$ cat config.mk
export PLATFORM = sky130hd
export DESIGN_NAME = ies_ctrl
export DESIGN_NICKNAME = d
export VERILOG_FILES = /design/src/ies_pkg.sv /design/src/ies_ctrl.sv
export SDC_FILE = /design/constraint.sdc
export NUM_CORES = 1
export LEC_CHECK = 0
export BUFFER_PORTS_ARGS = -buffer_cell sky130_fd_sc_hd__clkbuf_2
export CORE_MARGIN = 4
export CORE_UTILIZATION = 40
export DETAILED_ROUTE_END_ITERATION = 8
export PLACE_DENSITY = 0.66
export SKIP_LAST_GASP = 1
export SLEW_MARGIN = 20
export SYNTH_ARGS = -nofsm -noshare
export SYNTH_HDL_FRONTEND = slang
export SYNTH_SLANG_ARGS = --single-unit
$ cat constraint.sdc
create_clock -name clk -period 3.8 [get_ports clk]
set_clock_uncertainty 0.1 [all_clocks]
set_input_delay 0.76 -clock clk [delete_from_list [all_inputs] [get_ports clk]]
set_output_delay 0.76 -clock clk [all_outputs]
set_load 0.005 [all_outputs]
$ cat src/ies_pkg.sv
`timescale 1ns / 1ps
`default_nettype none
package ies_pkg;

	localparam int IDX_W = 14;
	localparam int POS_W = 32;
	localparam int RAD_W = 31;

	// Default sizes
	localparam int MAX_VERTICES_DEF   = 16384;
	localparam int MAX_OPEN_EDGES_DEF = 8192;
	localparam int POS_FRAC_BITS_DEF  = 16;

	// Request codes
	localparam logic [1:0] REQ_LOAD  = 2'd0;
	localparam logic [1:0] REQ_BEGIN = 2'd1;
	localparam logic [1:0] REQ_SPLIT = 2'd2;

	// Result kinds
	localparam logic [1:0] KIND_VERTEX = 2'd0;
	localparam logic [1:0] KIND_FACE   = 2'd1;
	localparam logic [1:0] KIND_ACK    = 2'd2;
	localparam logic [1:0] KIND_ERROR  = 2'd3;

	// Result record to build in the output register
	typedef enum logic [3:0] {
		EM_NONE,
		EM_ACK,
		EM_ERR,
		EM_LOAD,
		EM_NEW,
		EM_F0,
		EM_F1,
		EM_F2,
		EM_F3
	} emit_t;

	// Controller to datapath commands
	typedef struct packed {
		logic  capture;
		logic  clr_edges;
		logic  scan_start;
		logic  scan_rd;
		logic  scan_next;
		logic  last_rd;
		logic  hit_wr;
		logic  vrd_s;
		logic  vrd_e;
		logic  avg;
		logic  commit_new;
		logic  commit_load;
		logic  next_edge;
		emit_t emit;
	} ctl_cmd_t;

	// Datapath to controller status
	typedef struct packed {
		logic [1:0] req;
		logic       load_oob;
		logic       scan_end;
		logic       hit;
		logic       full;
		logic       sel_last;
		logic       out_free;
	} ctl_sts_t;

endpackage
`default_nettype wire

$ cat src/ies_ctrl.sv
`timescale 1ns / 1ps
`default_nettype none
// Sequencer for load, begin-pass and split-face transactions
module ies_ctrl (
	input  wire logic              clk,
	input  wire logic              arst_n,
	input  wire logic              in_valid,
	output logic                   in_ready,
	input  wire ies_pkg::ctl_sts_t sts,
	input  wire logic              norm_done,
	output logic                   norm_start,
	output ies_pkg::ctl_cmd_t      cmd
);
	import ies_pkg::*;

	typedef enum logic [4:0] {
		S_IDLE, S_DECODE, S_LNORM, S_LCOMMIT, S_ACK, S_ERR,
		S_SCAN, S_CMP, S_HRD, S_HWR, S_NEXT,
		S_VRD_S, S_VRD_E, S_AVG, S_NWAIT, S_NCOMMIT,
		S_F0, S_F1, S_F2, S_F3
	} state_t;

	state_t state_q;

	assign in_ready = (state_q == S_IDLE);

	// Commands decoded from the current state
	always_comb begin
		cmd            = '0;
		cmd.emit       = EM_NONE;
		norm_start     = 1'b0;
		cmd.capture    = in_valid && (state_q == S_IDLE);
		case (state_q)
			S_DECODE: begin
				case (sts.req)
					REQ_LOAD:  norm_start = !sts.load_oob;
					REQ_BEGIN: cmd.clr_edges = 1'b1;
					REQ_SPLIT: cmd.scan_start = 1'b1;
					default:   cmd.clr_edges = 1'b0;
				endcase
			end
			S_LCOMMIT: begin
				cmd.commit_load = sts.out_free;
				cmd.emit        = sts.out_free ? EM_LOAD : EM_NONE;
			end
			S_ACK:   cmd.emit = sts.out_free ? EM_ACK : EM_NONE;
			S_ERR:   cmd.emit = sts.out_free ? EM_ERR : EM_NONE;
			S_SCAN:  cmd.scan_rd = !sts.scan_end;
			S_CMP:   cmd.scan_next = !sts.hit;
			S_HRD:   cmd.last_rd = 1'b1;
			S_HWR:   cmd.hit_wr = 1'b1;
			S_NEXT: begin
				cmd.next_edge  = !sts.sel_last;
				cmd.scan_start = !sts.sel_last;
			end
			S_VRD_S: cmd.vrd_s = 1'b1;
			S_VRD_E: cmd.vrd_e = 1'b1;
			S_AVG: begin
				cmd.avg    = 1'b1;
				norm_start = 1'b1;
			end
			S_NCOMMIT: begin
				cmd.commit_new = sts.out_free;
				cmd.emit       = sts.out_free ? EM_NEW : EM_NONE;
			end
			S_F0:    cmd.emit = sts.out_free ? EM_F0 : EM_NONE;
			S_F1:    cmd.emit = sts.out_free ? EM_F1 : EM_NONE;
			S_F2:    cmd.emit = sts.out_free ? EM_F2 : EM_NONE;
			S_F3:    cmd.emit = sts.out_free ? EM_F3 : EM_NONE;
			default: cmd.emit = EM_NONE;
		endcase
	end

	// State register
	always_ff @(posedge clk or negedge arst_n) begin
		if (!arst_n) begin
			state_q <= S_IDLE;
		end else begin
			case (state_q)
				S_IDLE: begin
					if (in_valid) state_q <= S_DECODE;
				end
				S_DECODE: begin
					case (sts.req)
						REQ_LOAD:  state_q <= sts.load_oob ? S_ERR : S_LNORM;
						REQ_SPLIT: state_q <= S_SCAN;
						default:   state_q <= S_ACK;
					endcase
				end
				S_LNORM: begin
					if (norm_done) state_q <= S_LCOMMIT;
				end
				S_LCOMMIT, S_ACK, S_ERR, S_F3: begin
					if (sts.out_free) state_q <= S_IDLE;
				end
				S_SCAN: begin
					if (!sts.scan_end) state_q <= S_CMP;
					else if (sts.full) state_q <= S_ERR;
					else               state_q <= S_VRD_S;
				end
				S_CMP:   state_q <= sts.hit ? S_HRD : S_SCAN;
				S_HRD:   state_q <= S_HWR;
				S_HWR:   state_q <= S_NEXT;
				S_NEXT:  state_q <= sts.sel_last ? S_F0 : S_SCAN;
				S_VRD_S: state_q <= S_VRD_E;
				S_VRD_E: state_q <= S_AVG;
				S_AVG:   state_q <= S_NWAIT;
				S_NWAIT: begin
					if (norm_done) state_q <= S_NCOMMIT;
				end
				S_NCOMMIT: begin
					if (sts.out_free) state_q <= S_NEXT;
				end
				S_F0: begin
					if (sts.out_free) state_q <= S_F1;
				end
				S_F1: begin
					if (sts.out_free) state_q <= S_F2;
				end
				S_F2: begin
					if (sts.out_free) state_q <= S_F3;
				end
				default: state_q <= S_IDLE;
			endcase
		end
	end

endmodule
`default_nettype wire

==> results.md, run 1 <==
* Outcome: completed
* Cell Area, Synth at 729.5 µm²
* Number of cell rows at 15
* Worst-path maximum fanout at 20
* Post-synthesis simple-gate area fraction at 46.83%
* Switching part of the total power at between 50 and 60%
* Startpoint type of the worst setup path: register
* Clock tree root driver cell: sky130_fd_sc_hd__clkbuf_4
* Commonest non-fill, non-tap cell in the layout: sky130_fd_sc_hd__clkbuf_2
* Most used cells in the layout excluding fill and tap cells: sky130_fd_sc_hd__clkbuf_2 (30), sky130_fd_sc_hd__nor2_1 (22), sky130_fd_sc_hd__nand2b_1 (9)
* Share of cells above drive strength 1 at 28.24%
* Required time of the worst setup path at roughly 3 ns
* EDFF count, synth at 0
* Number of vias per cell at 5.590
* Arrival time at the worst endpoint at between 2 and 2.5 ns
* Detailed Route Iter0 Violations at 25
* Relative slew margins at a little under three fifths
* Total routing resource utilization after global routing at 16.60%
* Routed vias at 872
* Routed wire length per instance at 12.67 µm
* Synth top area share at between 15 and 20%
* Crit path cell chain: or3b_4 > or3_1 > o32ai_1 > clkbuf_2
* Area post-placement at 870.8 µm²
* Remaining global-route overflow at 0
* Number of I/O pins at 31
* RSZ-0062 raised after global routing: false
* Count of final hold-check violations at 0
* Post-layout instance count excluding filler cells at 156
* Detailed placer's ending HPWL at 1547 µm
* Static Leakage at between 0.4 and 0.5 nW
* Switching power at 0.0003244 W
* DR pass1 iterations at 4
* Xor/xnor cell area share of the yosys netlist at 1.201%
* Final wirelength at 1977 µm
* Post-synth top flop: sky130_fd_sc_hd__dfrtp_1
* Initial Utilization at 42.25%
* Flop and latch count out of synthesis at 5
* Cell type with the largest total area after synthesis: sky130_fd_sc_hd__dfrtp_1
* Die W at 50.71 µm
* Number of max-cap violations at 0
* Signed area change from the synthesized netlist to the final layout at 22.98%
* Remaining antenna violation count after routing at 0
* Sequential element share of the synthesized area at 17.15%
* H-tree levels at 1
* Number of nets in the layout at 144
* Mux share of post-synthesis cell area at 6.175%
* Die Outline Area at 2571 µm²
* Fraction of the mapped netlist area in compound gates at approximately 22%
* Capturing element type of the critical path: output port
* Finished layout cell area at 897.1 µm²
* Vias in the first global route at about 760
* Clock tree from TritonCTS: yes
* Core area at 1727 µm²
* Combinational share of power at 62.9%
* GPL Wtd Cong at ~0.85
* Share of the clock period used by the worst path at 77.96%
* Slew Viols, Final at 0
* Worst-Margin Slew at 0.6512 ns
* Final setup violation count at 0
* Slowest cell on the critical path: sky130_fd_sc_hd__dfrtp_1
* Post-synthesis average cell area at 6.947 µm²
* Port buffer count at 30
* Arithmetic-cell share of the synthesized area counting full adders, half adders and majority gates at 0%
* Worst IR Drop VDD at about 0.34 mV
* Largest regs: state_q (5)
* Die extent in y at 50.71 µm
* Setup tns final at 0 ns
* Flip-flop count of the largest register after layout at 5
* Synth area leaders: sky130_fd_sc_hd__dfrtp_1 (17%), sky130_fd_sc_hd__nor2_1 (11%), sky130_fd_sc_hd__nand2b_1 (7.7%), sky130_fd_sc_hd__mux2_1 (6.2%), sky130_fd_sc_hd__nor3_1 (4.8%)
* Gate count after technology mapping at approximately 110
* Number of placed instances, taps included at ~150
* Post-Synthesis Net Count at 117
* Number of buffers inserted by post-CTS setup repair at 0
* Maximum root-to-sink buffer count at 2
* Wire length of the first global-routing pass at between 3000 and 4000 µm
* Clock power share at 9.2%
* Share of flip-flops with an asynchronous set or reset at between 90% and 100%
* Type of the worst min-delay path: in -> async
* Sinks on Clock Net at 5
* Antenna fix cells at 0
* TritonCTS buffer count at 3
* Final critical-path required period at 2.962 ns
* Initial antenna violation count at 0
* Post-detailed-route DRC marker count at 0
* Fmax at 337.6 MHz
* Critical path's top delay family: simple AND/OR/NAND/NOR gates
* Total internal power at between 0.0003 and 0.0004 W
* Most flops, register: state_q
* Largest net degree at the start of global routing at 24
* Power per cell area at 711.6 nW/µm²
* Startpoint-to-endpoint class of the critical path: reg -> out
* Clock transition at path regs at 0.04 ns
* Count of hold buffers inserted by post-cts repair at 0
* Yosys cell types at 35
* Post-cts gate resize count at 0
* Warnings, synthesis at 0
* Register share of total power at between 20 and 30%
* Buffering stage count on the worst path with inverters included at 1
* Number of fill cells in the layout at 189
* Clock latency reported for the late side of the worst-skew pair at 0.24 ns
* Highest cell delay on the worst timing path at ~0.58 ns
* Largest family of logic cells by synthesized area: simple AND/OR/NAND/NOR gates
[power by group through the flow]
stage	registers, W	logic, W	clock network [W]
floorplan	0.0000975	0.000383	0
global placement	0.000174	0.000403	0
detailed placement	0.000176	0.000402	0
CTS	0.000175	0.000403	0.0000628
global route	0.000193	0.000448	0.0000682
finish	0.000178	0.000402	0.0000590
[final cells by class]
type                            instances  area, µm²  share of cell area, %
Tap cell                               25      31.28                  3.487
Timing Repair Buffer                   30      150.1                  16.74
Sequential cell                         5      125.1                  13.95
Clock buffer                            4      26.28                  2.929
Inverter                                2      7.507                 0.8368
Multi-Input combinational cell         90      556.8                  62.06
[metal layers]
metal / vias to the layer above / global-route usage (%) / wire, µm
li1: 435 / - / -
met1: 402 / 21.15 / 882
met2: 33 / 27.17 / 953
met3: 2 / 2.671 / 134
met4: 0 / 7.623 / 7
met5: - / 0 / 0
[cell usage after synthesis, types with 2 or more instances]
cell and instances:
sky130_fd_sc_hd__a21o_1 2, sky130_fd_sc_hd__a21oi_1 4, sky130_fd_sc_hd__a32oi_1 2, sky130_fd_sc_hd__and2_1 2
sky130_fd_sc_hd__buf_2 5, sky130_fd_sc_hd__clkbuf_1 2, sky130_fd_sc_hd__dfrtp_1 5, sky130_fd_sc_hd__inv_1 2
sky130_fd_sc_hd__mux2_1 4, sky130_fd_sc_hd__nand2_1 5, sky130_fd_sc_hd__nand2b_1 9, sky130_fd_sc_hd__nand3b_1 2
sky130_fd_sc_hd__nand4b_1 2, sky130_fd_sc_hd__nor2_1 22, sky130_fd_sc_hd__nor2b_1 2, sky130_fd_sc_hd__nor3_1 7
sky130_fd_sc_hd__nor3b_1 2, sky130_fd_sc_hd__o21a_1 2, sky130_fd_sc_hd__o22ai_1 3, sky130_fd_sc_hd__o32ai_1 3
sky130_fd_sc_hd__or3_1 4
[metrics by stage]
stage | hold WS, ns | utilization [%] | setup slack (ns) | total power, W
floorplan | 0.3644 | - | 1.420 | 0.0004808
global placement | 0.4765 | 50.43 | 1.162 | 0.0005765
detailed placement | 0.4792 | 50.43 | 1.117 | 0.0005780
CTS | 0.2200 | 51.96 | 0.8449 | 0.0006404
global route | 0.2171 | 51.96 | 0.7200 | 0.0007091
finish | 0.2268 | 51.96 | 0.8377 | 0.0006384
[path summary, 6_finish.rpt]
path	start	to	slack [ns]	depth (start not counted)
setup / recovery	state_q[2]$_DFFE_PN0P_	norm_start	0.84	4
hold / removal	arst_n	state_q[1]$_DFFE_PN0P_	0.23	1
setup reg to reg	state_q[0]$_DFFE_PN0P_	state_q[4]$_DFFE_PN0P_	1.65	5
hold reg to reg	state_q[4]$_DFFE_PN0P_	state_q[3]$_DFFE_PN0P_	0.69	1
max in group asynchronous	arst_n	state_q[3]$_DFFE_PN0P_	3.24	1
min in group clk	sts[2]	state_q[3]$_DFFE_PN0P_	0.66	2
[logic make-up after synthesis]
logic type	after synthesis
and+or+nand+nor	63
buffers and inverters	10
xor gates and xnor gates	1
muxes	4
AOI/OAI and AO/OA	22
DFF	5
Note: power is estimated with default switching activity, not from simulation.
==> run 2: changes to the inputs <==
ABC_AREA = 1   (was not set)
clock period = 2.9 ns   (was 3.8 ns; I/O delays follow)
==> run 2 against run 1 <==
Against the previous run:
- critical path depth is 2 higher
- die area is 0.43% higher
- final cell count is 26% higher
==> results.md, run 2 <==
* Relative slew margins at 75.36% (+19 points)
* Number of fill cells in the layout at 196 (+3.7%)
* Antenna fix cells at 0 (unchanged)
* Arrival time at the worst endpoint at 1.55 ns (-0.55 ns)
* Remaining antenna violation count after routing at 0 (unchanged)
* Most flops, register: state_q
* Die W at 50.82 µm (+0.22%)
* Share of cells above drive strength 1 at 29.65% (+1.4 points)
* Number of cell rows at 15 (unchanged)
* Commonest non-fill, non-tap cell in the layout: sky130_fd_sc_hd__nand2_1
* Number of I/O pins at 31 (unchanged)
* Worst flop-to-flop path startpoint: state_q[1]$_DFFE_PN0P_
* Detailed Route Iter0 Violations at 22 (-12%)
* Area post-placement at 903.4 µm² (+3.7%)
* Type of the worst min-delay path: in -> async
* Worst-path maximum fanout at 8 (-60%)
* Clock transition at path regs at 0.05 ns (about the same)
* Worst R2R Path Depth at 8 (+3)
* Count of hold buffers inserted by post-cts repair at 0 (unchanged)
* Flop and latch count out of synthesis at 5 (unchanged)
* Initial antenna violation count at 0 (unchanged)
* Slew Viols, Final at 0 (unchanged)
* Final setup violation count at 0 (unchanged)
* Worst IR Drop VDD at 0.3609 mV (+5.9%)
* Sinks on Clock Net at 5 (unchanged)
* Setup tns final at 0 ns (unchanged)
* TritonCTS buffer count at 3 (unchanged)
* Signed area change from the synthesized netlist to the final layout at 26.79%
* Worst hold slack at 0.04588 ns (-0.1809 ns)
* H-tree levels at 1 (unchanged)
* Outcome: completed
* Worst-Margin Slew at 0.3682 ns (-0.2830 ns)
* Largest regs: state_q (5)
* Maximum root-to-sink buffer count at 2 (unchanged)
* DR pass1 iterations at 4 (unchanged)
* Post-detailed-route DRC marker count at 0 (unchanged)
* Post-synth top flop: sky130_fd_sc_hd__dfrtp_1
* Number of nets in the layout at 185 (+28%)
* Capturing element type of the critical path: output port
* Post-cts gate resize count at 0 (unchanged)
* Finished layout cell area at 929.6 µm² (+3.6%)
* Largest net degree at the start of global routing at 9 (-63%)
* Final worst-path setup slack at 0.6692 ns (-0.1685 ns)
* Remaining global-route overflow at 0 (unchanged)
* Warnings, synthesis at 0 (unchanged)
* Yosys cell types at 21 (-40%)
* Clock tree from TritonCTS: yes
* Startpoint type of the worst setup path: register
* Total routing resource utilization after global routing at 16.86% (+0.26 points)
* RSZ-0062 raised after global routing: false
* Port buffer count at 30 (unchanged)
* Worst setup slack for register-to-register paths at 1.32 ns (-0.33 ns)
* Most used cells in the layout excluding fill and tap cells: sky130_fd_sc_hd__nand2_1 (43), sky130_fd_sc_hd__clkbuf_2 (30), sky130_fd_sc_hd__inv_1 (22)
* Number of max-cap violations at 0 (unchanged)
* Clock latency reported for the late side of the worst-skew pair at 0.24 ns (about the same)
* Cell Area, Synth at 733.2 µm² (+0.51%)
* Routed vias at 894 (+2.5%)
* Number of vias per cell at 4.538 (-19%)
* Synth area leaders: sky130_fd_sc_hd__nand2_1 (22%), sky130_fd_sc_hd__dfrtp_1 (17%), sky130_fd_sc_hd__inv_1 (11%), sky130_fd_sc_hd__nor2_1 (11%), sky130_fd_sc_hd__nand3_1 (8.2%)
* Detailed placer's ending HPWL at 1753 µm (+13%)
* Vias in the first global route at 856 (+12%)
* Count of final hold-check violations at 0 (unchanged)
* Gate count after technology mapping at 139 (+32%)
* Routed wire length per instance at 10.16 µm (-20%)
* Most common cell in the synthesized netlist: sky130_fd_sc_hd__nand2_1
* Static Leakage at 0.6100 nW (+51%)
* Number of buffers inserted by post-CTS setup repair at 0 (unchanged)
* Share of flip-flops with an asynchronous set or reset at 100.0% (unchanged)
* Initial Utilization at 42.46% (+0.22 points)
* Startpoint-to-endpoint class of the critical path: reg -> out
* Capture point of the worst reg-to-reg path: state_q[0]$_DFFE_PN0P_
* GPL Wtd Cong at 0.9105 (+7.0%)
* Pre-CTS WS at 0.9497 ns (-0.1668 ns)
* Wire length of the first global-routing pass at 3422 µm (+0.82%)
* Die Outline Area at 2582 µm² (+0.43%)
* Share of the clock period used by the worst path at 76.93%
* Post-synthesis average cell area at 5.275 µm² (-24%)
* Tot Pwr at 0.0007360 W (+15%)
* Synth top area share at 22.01% (+4.9 points)
* Power per cell area at 791.7 nW/µm² (+11%)
* Required time of the worst setup path at 2.22 ns (-0.72 ns)
* Fmax at 448.3 MHz
* Flip-flop count of the largest register after layout at 5 (unchanged)
* Post-Synthesis Net Count at 151 (+29%)
* Final wirelength at 2001 µm (+1.2%)
* EDFF count, synth at 0 (unchanged)
* Final critical-path required period at around 2.2 ns
* Post-synth top cells: sky130_fd_sc_hd__nand2_1 (43), sky130_fd_sc_hd__inv_1 (22), sky130_fd_sc_hd__nor2_1 (21)
* Cell type with the largest total area after synthesis: sky130_fd_sc_hd__nand2_1
* Clock tree root driver cell: sky130_fd_sc_hd__clkbuf_4
* Sequential element share of the synthesized area at 17.06% (-0.088 points)
* Die extent in y at 50.82 µm (+0.22%)
* Core area at 1727 µm² (unchanged)
-- run 2: cell count changes in the layout (fill, tap and decap cells not counted), moves of 5 or more --
cell	change
sky130_fd_sc_hd__nand2_1	+38
sky130_fd_sc_hd__inv_1	+20
sky130_fd_sc_hd__nand3_1	+12
sky130_fd_sc_hd__nand2b_1	-9
sky130_fd_sc_hd__inv_2	+5
sky130_fd_sc_hd__nand2_2	+5
-- run 2: metal layers --
layer  wire length [µm]  GRT usage [%]
met5                  0              0
met4                  0          2.691
met3                141          2.624
met2                965          30.00
met1                895          21.72
-- run 2: logic make-up after synthesis --
logic type,synth area share (%)
simple gates,58.36
buf+inv,15.36
compound gates,9.214
flops,17.06
-- run 2: cell type report --
| class | count | area [µm²] | share of cell area [%] |
|---|---|---|---|
| multi-input cells | 106 | 495.5 | 53.30 |
| clock buffers | 4 | 26.28 | 2.826 |
| inverters | 27 | 101.3 | 10.90 |
| well taps | 25 | 31.28 | 3.365 |
| repair buffers | 30 | 150.1 | 16.15 |
| flip-flops and latches | 5 | 125.1 | 13.46 |
-- run 2: metrics by stage --
| stage | utilization (%) | instances |
|---|---|---|
| 2_1_floorplan | - | 139 |
| 3_3_place_gp | 52.32 | 193 |
| 3_5_place_dp | 52.32 | 193 |
| 4_1_cts | 53.84 | 197 |
| 5_1_grt | 53.84 | 197 |
| 6_report | 53.84 | 197 |
-- run 2: where the power goes --
| part | internal, W | switching (W) |
|---|---|---|
| registers | 0.0000980 | 0.0000438 |
| clock network | 0.0000520 | 0.0000286 |
| logic | 0.000180 | 0.000333 |
| total | 0.000331 | 0.000406 |
-- run 2: how the worst max path moves through the flow --
stage	cells after the start	end	slack, ns	from
2_1_floorplan	6	cmd[15]	1.14	state_q[2]$_DFFE_PN0P_
3_3_place_gp	6	cmd[15]	0.94	state_q[2]$_DFFE_PN0P_
3_5_place_dp	6	cmd[15]	0.95	state_q[2]$_DFFE_PN0P_
4_1_cts	6	cmd[15]	0.68	state_q[2]$_DFFE_PN0P_
5_1_grt	6	cmd[15]	0.53	state_q[2]$_DFFE_PN0P_
6_report	6	cmd[15]	0.67	state_q[2]$_DFFE_PN0P_
-- run 2: critical path, cell delays in order, from the launching register on --
cell	delay [ns]
sky130_fd_sc_hd__dfrtp_1	0.47
sky130_fd_sc_hd__nor2_2	0.24
sky130_fd_sc_hd__nand2_2	0.12
sky130_fd_sc_hd__nor2_4	0.14
sky130_fd_sc_hd__inv_1	0.07
sky130_fd_sc_hd__nor3_1	0.13
sky130_fd_sc_hd__clkbuf_2	0.14
